## src/rtl/rv32_pkg.sv

```systemverilog
`timescale 1ns / 1ps
`default_nettype none
package rv32_pkg;

  typedef struct packed {
    logic        command;
    logic [13:0] load_address;
    logic [31:0] load_data;
  } in_word_t;

  typedef struct packed {
    logic [2:0]  status;
    logic [31:0] pc_out;
    logic [7:0]  char_out;
  } out_word_t;

  localparam logic [2:0] ST_OK       = 3'd0;
  localparam logic [2:0] ST_EXIT     = 3'd1;
  localparam logic [2:0] ST_CHAR     = 3'd2;
  localparam logic [2:0] ST_EBREAK   = 3'd3;
  localparam logic [2:0] ST_ILLEGAL  = 3'd4;
  localparam logic [2:0] ST_SENTINEL = 3'd5;
  localparam logic [2:0] ST_HALTED   = 3'd6;

  localparam logic [31:0] SENTINEL_PC = 32'hffff_fff0;

  localparam logic [6:0] OP_LUI    = 7'b0110111;
  localparam logic [6:0] OP_AUIPC  = 7'b0010111;
  localparam logic [6:0] OP_JAL    = 7'b1101111;
  localparam logic [6:0] OP_JALR   = 7'b1100111;
  localparam logic [6:0] OP_BRANCH = 7'b1100011;
  localparam logic [6:0] OP_LOAD   = 7'b0000011;
  localparam logic [6:0] OP_STORE  = 7'b0100011;
  localparam logic [6:0] OP_IMM    = 7'b0010011;
  localparam logic [6:0] OP_REG    = 7'b0110011;
  localparam logic [6:0] OP_FENCE  = 7'b0001111;
  localparam logic [6:0] OP_SYSTEM = 7'b1110011;

  typedef enum logic [3:0] {
    S_IDLE,
    S_LOAD,
    S_FETCH,
    S_FWAIT,
    S_RS1,
    S_RS2,
    S_EXEC,
    S_MEM,
    S_MWAIT,
    S_WB,
    S_SYS1,
    S_SYS2,
    S_DONE
  } state_t;

endpackage
`default_nettype wire

```

## src/rtl/rv32_alu.sv

```systemverilog
`timescale 1ns / 1ps
`default_nettype none
module rv32_alu
  import rv32_pkg::*;
(
  input  wire logic [2:0]  f3,
  input  wire logic        sub_sra,
  input  wire logic [31:0] a,
  input  wire logic [31:0] b,
  output logic      [31:0] y
);
  logic [4:0] sh;
  assign sh = b[4:0];

  always_comb begin
    case (f3)
      3'd0: y = sub_sra ? a - b : a + b;
      3'd1: y = a << sh;
      3'd2: y = {31'd0, $signed(a) < $signed(b)};
      3'd3: y = {31'd0, a < b};
      3'd4: y = a ^ b;
      3'd5: y = sub_sra ? 32'($signed(a) >>> sh) : a >> sh;
      3'd6: y = a | b;
      default: y = a & b;
    endcase
  end
endmodule
`default_nettype wire
```

## config.mk

```make
export PLATFORM = sky130hd
export DESIGN_NAME = rv32_alu
export DESIGN_NICKNAME = d
export VERILOG_FILES = /design/src/rtl/rv32_pkg.sv /design/src/rtl/rv32_alu.sv
export SDC_FILE = /design/constraint.sdc
export NUM_CORES = 1
export LEC_CHECK = 0
export ABC_AREA = 1
export ABC_CLOCK_PERIOD_IN_PS = 2600
export BUFFER_PORTS_ARGS = -buffer_cell sky130_fd_sc_hd__buf_2
export CAP_MARGIN = 20
export CORE_MARGIN = 2
export CORE_UTILIZATION = 35
export DETAILED_ROUTE_END_ITERATION = 12
export GPL_ROUTABILITY_DRIVEN = 0
export PLACE_DENSITY = 0.53
export SLEW_MARGIN = 20
export SYNTH_ARGS = -nofsm -noshare
export SYNTH_HDL_FRONTEND = slang
export SYNTH_SLANG_ARGS = --single-unit
```

## constraint.sdc

```tcl
create_clock -name vclk -period 2.6
set_input_delay 0.13 -clock vclk [all_inputs]
set_output_delay 0.13 -clock vclk [all_outputs]
set_load 0.005 [all_outputs]
```

; ---- Word level (Yosys, flattened, before mapping)
; Index checks and enable logic that the tools add are counted.
; Widths: inputs -> output; s select.
[totals]
regBits = 0
output_inout_bits = 32
elab_cells = 20
[classes]
addsub = 2
order_cmp = 2
eq_ne = 6
shift = 3
muxes = 3
bitwise_logic = 3
reduce_logical = 1
[op_table]
columns = cell, n
row1 = $pmux 32 s7, 1
row2 = $lt 32x32->1, 2
row3 = $mux 32, 2
row4 = $add 32x32->32, 1
row5 = $and 32x32->32, 1
row6 = $or 32x32->32, 1
row7 = $shl 32x5->32, 1
row8 = $shr 32x5->32, 1
row9 = $sshr 32x5->32, 1
row10 = $sub 32x32->32, 1
row11 = $xor 32x32->32, 1
row12 = $eq 3x3->1 const B, 3
row13 = $eq 3x2->1 const B, 2
row14 = $eq 3x1->1 const B, 1
row15 = $logic_not 3->1, 1

; ---- Longest topological paths before layout
[logic_depth]
word_depth = 3
ltp_mapped = 18
mapped_depth_nobuf = 17

; ---- Worst setup path after synthesis
; No wires, ideal clock.
[synth_timing]
kind = input to output
start = input port b[3]
end = output port y[27]
t_arrival_ps = 2166
required_ps = 2470
slack_ps = 304
cell_stages = 16
path_cell_list = inv_1 > clkbuf_1 > clkbuf_1 > ha_1 > nor2_1 > inv_1 > nor3_1 > nand2_1 > nand3_1 > nand2_1 > nand3b_1 > nand2_1 > nand2_1 > nand2_1 > nand3_1 > nand3_1
[synth_between]
elab_chain_len = 3
[synth_lines]
columns = item, line_no
row1 = "start, declared", rv32_alu.sv:9  ; input wire logic [31:0] b,
row2 = "$add 32x32->32, or another cell as far along", rv32_alu.sv:17  ; 3'd0: y = sub_sra ? a - b : a + b;
row3 = $mux 32 (on tied branches), "rv32_alu.sv:17, rv32_alu.sv:22"
row4 = $pmux 32 s7 (*), rv32_alu.sv:16  ; case (f3)
row5 = "end, declared", rv32_alu.sv:10  ; output logic [31:0] y
; Every way passes the cells marked *; elsewhere a longest branch is shown, timed or not.

; ---- Worst setup path after layout
[layout_timing]
start = input port b[2]
end = output port y[17]
; Same word-level chain as after synthesis.

==> run_results.csv <==
group,metric,value,unit
placement,io_buffers,100,
route,drt-vias-per-instance,5.60,
layout,finalNetCount,2427,
layout,final_cell_area,0.0121,sq mm
route,initialDrtViolationCount,2105,
sta,min_period_over_period,99.3,%
power_and_ir_drop,cellLeakagePower,6.83,nW
route,wl,51.2,mm
layout,final_cell_count_no_fill,2636,
synthesis,synth-warning-count,0,
route,drc,0,
power_and_ir_drop,vdd_ir_drop_max,0.0998,mV
sta,max_freq,387,MHz
min_path,worst_hold_path.endpoint,"y[31]",
placement,placedCellCount,2636,
grt,globalRouteMet2Util,50.8,%
setup_path,critPathMaxFanout,5,
grt,met3_usage,4.34,%
layout,flow.area_growth_from_synthesis,19.5,%
power_and_ir_drop,clock_power_share,0,%
run_status,outcome,"completed",
grt,vias_in_the_first_global_route,13374,
route,detail_route.wl_per_cell,19.4,um
layout,layout.sequential_cells,0,
setup_path,arrival,2.45,ns
setup_path,timing.critical_path.from_type,"primary input",
min_path,min_delay_path_depth,5,
grt,pin_count_of_the_biggest_net_entering_global_routing,73,
sta,finalSetupTns,0,ns
die,fp.dieW,174,um
synthesis,seq_area_frac_synth,0,%
layout,final_core_utilization,42.3,%
placement,dpl-instance-area,0.0119,sq mm
sta,period_minus_slack,2.58,ns
grt,antenna_found_initial,1,
route,ant_nets,0,
power_and_ir_drop,p_int,0.934,mW
sta,worst_max_slew_pin_slew,0.609,ns
layout,share_of_cells_above_drive_strength_1,14.5,%
min_path,min_from,"b[31]",
die,placeableCoreArea,0.0285,sq mm
sta,max_transition_margin,59.4,%
placement,post_detailed_placement_half_perimeter_wirelength,42.9,mm
die,die-height,174,um
job,maxCapViolations,0,
synthesis,gate_count_after_technology_mapping,2092,
synthesis,netlist-cell-type-count,53,
grt,globalRouteOverflowTotal,0,
cts,ctsHoldBuffers,0,
die,io_pins,100,
route,via_count,14764,
synthesis,synthesis.nets,2265,
power_and_ir_drop,sw_frac_of_total,65.5,%
setup_path,criticalPathCategory,"primary input to output pin",
sta,slew_violations,0,
setup_path,worst_ep_required_time,2.47,ns
sta,setup_viol,0,
route,detailedRoute.firstPassIterationCount,6,
cts,number_of_setup_buffers_added_after_cts,0,
sta,hold_viol_final,0,
die,effective_utilization_at_floorplan,35.4,%
sta,grt_setup_unrepaired,"true",
layout,area.sequential,0,sq um
power_and_ir_drop,p_sw,1.77,mW
power_and_ir_drop,pwr-share-seq,0,%
grt,grt_util_met1,43.1,%
power_and_ir_drop,power_density,224,mW/mm^2
setup_path,worstSetupEndpointType,"output pin",
synthesis,netlist_area,0.0101,sq mm
synthesis,post_synth.cell_area_avg,4.83,sq um
grt,gr-usage-all-layers,32.4,%
power_and_ir_drop,power.combinational.fraction,100.0,%
grt,routing_layer_with_the_top_usage_in_global_route,"met2",
die,die_area,0.0302,sq mm
die,placement_rows,62,
layout,final.clkbuf_count,0,
grt,grt_first_pass_wirelength,76.7,mm
min_path,hp-class,"primary input to output pin",
layout,antennaDiodeCount,0,
## cells in the final DEF (no fill, tap or decap), types with 5 or more instances in the layout
master / count
sky130_fd_sc_hd__o211ai_1: 26
sky130_fd_sc_hd__a211oi_1: 6
sky130_fd_sc_hd__ha_1: 94
sky130_fd_sc_hd__o21a_1: 10
sky130_fd_sc_hd__nand2_1: 731
sky130_fd_sc_hd__o21bai_1: 14
sky130_fd_sc_hd__nor2_2: 10
sky130_fd_sc_hd__or2_2: 11
sky130_fd_sc_hd__nand4_1: 21
sky130_fd_sc_hd__o21ai_1: 22
sky130_fd_sc_hd__nor3_1: 20
sky130_fd_sc_hd__o21ai_0: 83
sky130_fd_sc_hd__nand3_1: 258
sky130_fd_sc_hd__a21oi_2: 5
sky130_fd_sc_hd__ha_2: 7
sky130_fd_sc_hd__buf_2: 100
sky130_fd_sc_hd__inv_1: 280
sky130_fd_sc_hd__buf_4: 148
sky130_fd_sc_hd__nand3b_1: 5
sky130_fd_sc_hd__buf_12: 10
sky130_fd_sc_hd__inv_2: 7
sky130_fd_sc_hd__nor2_1: 167
sky130_fd_sc_hd__a21oi_1: 154
## critical path, stage by stage
cell and delay [ns]:
sky130_fd_sc_hd__buf_2 0.15, sky130_fd_sc_hd__inv_2 0.09, sky130_fd_sc_hd__ha_1 0.38, sky130_fd_sc_hd__or2_2 0.35, sky130_fd_sc_hd__nand3b_1 0.11, sky130_fd_sc_hd__nand2_2 0.10
sky130_fd_sc_hd__nand2_1 0.08, sky130_fd_sc_hd__nand2_1 0.07, sky130_fd_sc_hd__nand2_1 0.15, sky130_fd_sc_hd__nand2_1 0.09, sky130_fd_sc_hd__nand4_1 0.12, sky130_fd_sc_hd__nand3_1 0.18
sky130_fd_sc_hd__a21oi_2 0.22, sky130_fd_sc_hd__buf_4 0.13, sky130_fd_sc_hd__buf_2 0.10
## area by class of cell
class,instances,area [sq um]
Fill cell,3357,16500
Inverter,293,1110
Multi-Input combinational cell,1700,8660
Tap cell,384,480
Timing Repair Buffer,259,1820
## cells in the mapped netlist (2+ instances only)
cell / count / area [sq um]
sky130_fd_sc_hd__a31oi_1: 4 / 25.0
sky130_fd_sc_hd__o22ai_1: 2 / 12.5
sky130_fd_sc_hd__mux2i_1: 2 / 20.0
sky130_fd_sc_hd__o221ai_1: 3 / 26.3
sky130_fd_sc_hd__or2_2: 11 / 68.8
sky130_fd_sc_hd__ha_1: 103 / 1290
sky130_fd_sc_hd__a211oi_1: 6 / 45.0
sky130_fd_sc_hd__o211ai_1: 26 / 195
sky130_fd_sc_hd__nor3_1: 23 / 115
sky130_fd_sc_hd__nor2_1: 177 / 664
sky130_fd_sc_hd__o211ai_2: 2 / 25.0
sky130_fd_sc_hd__nand2_2: 2 / 12.5
sky130_fd_sc_hd__xor2_1: 3 / 26.3
sky130_fd_sc_hd__a21oi_2: 2 / 17.5
sky130_fd_sc_hd__o21bai_1: 14 / 105
sky130_fd_sc_hd__nand4_1: 21 / 131
sky130_fd_sc_hd__nor4_1: 2 / 12.5
sky130_fd_sc_hd__nand3b_1: 5 / 37.5
sky130_fd_sc_hd__o21ai_1: 19 / 95.1
sky130_fd_sc_hd__fa_1: 2 / 40.0
sky130_fd_sc_hd__clkbuf_1: 28 / 105
sky130_fd_sc_hd__buf_6: 3 / 33.8
sky130_fd_sc_hd__nand3_1: 262 / 1310
sky130_fd_sc_hd__a21oi_1: 157 / 786
sky130_fd_sc_hd__or2_1: 2 / 12.5
sky130_fd_sc_hd__o2111ai_1: 2 / 17.5
sky130_fd_sc_hd__buf_1: 14 / 52.6
sky130_fd_sc_hd__clkinv_1: 3 / 11.3
sky130_fd_sc_hd__inv_2: 5 / 18.8
sky130_fd_sc_hd__o21ai_2: 2 / 17.5
sky130_fd_sc_hd__o21ai_0: 87 / 435
sky130_fd_sc_hd__nand2_1: 733 / 2750
sky130_fd_sc_hd__buf_2: 49 / 245
sky130_fd_sc_hd__and2_1: 2 / 12.5
sky130_fd_sc_hd__o21a_1: 10 / 75.1
sky130_fd_sc_hd__clkbuf_2: 3 / 15.0
sky130_fd_sc_hd__and3_1: 3 / 18.8
sky130_fd_sc_hd__inv_1: 283 / 1060
## power by group through the flow
| stage | Clock, mW | Combinational (mW) | Sequential, mW |
|---|---|---|---|
| final | 0 | 2.71 | 0 |
| after global routing | 0 | 2.93 | 0 |
| after CTS | 0 | 2.59 | 0 |
| after detailed placement | 0 | 2.58 | 0 |
| after global placement | 0 | 2.58 | 0 |
| after floorplan | 0 | 1.53 | 0 |
## how the worst max path moves through the flow
stage,from,to,slack (ns)
after global placement,a[17],y[0],0.005
after floorplan,b[3],y[27],0.30
after global routing,b[14],y[29],-0.05
final,b[2],y[17],0.02
after detailed placement,b[3],y[10],-0.02
after CTS,a[17],y[0],0.02
## per-stage QoR
stage	setup slack, ns	hold WS, ns	power, mW
global route	-0.0543	0.827	2.93
detailed placement	-0.0182	0.797	2.58
floorplan	0.304	0.486	1.53
finish	0.0176	0.774	2.71
CTS	0.0176	0.804	2.59
global placement	0.00531	0.789	2.58
## cell families (layout without fill, tap and decap cells)
kind of cell	count (synthesis)	after routing	share of synthesized area, %
simple gates	1245	1245	51.2
buf+inv	392	552	15.6
compound gates	342	342	19.1
fa+ha+maj	105	105	13.2
xor+xnor	4	4	0.347
mux	4	4	0.533
## repair_timing
item | CTS | global route
endpoints found under the hold margin | 0 | 0
setup endpoints to repair | 1 | 18
gates resized for setup | 1 | 42
## per-layer routing
metal	vias up	wire length, um
met5	-	11
met2	937	21500
li1	7022	-
met1	6631	20500
met3	172	5630
met4	2	3520
Note: power is estimated with default switching activity, not from simulation.
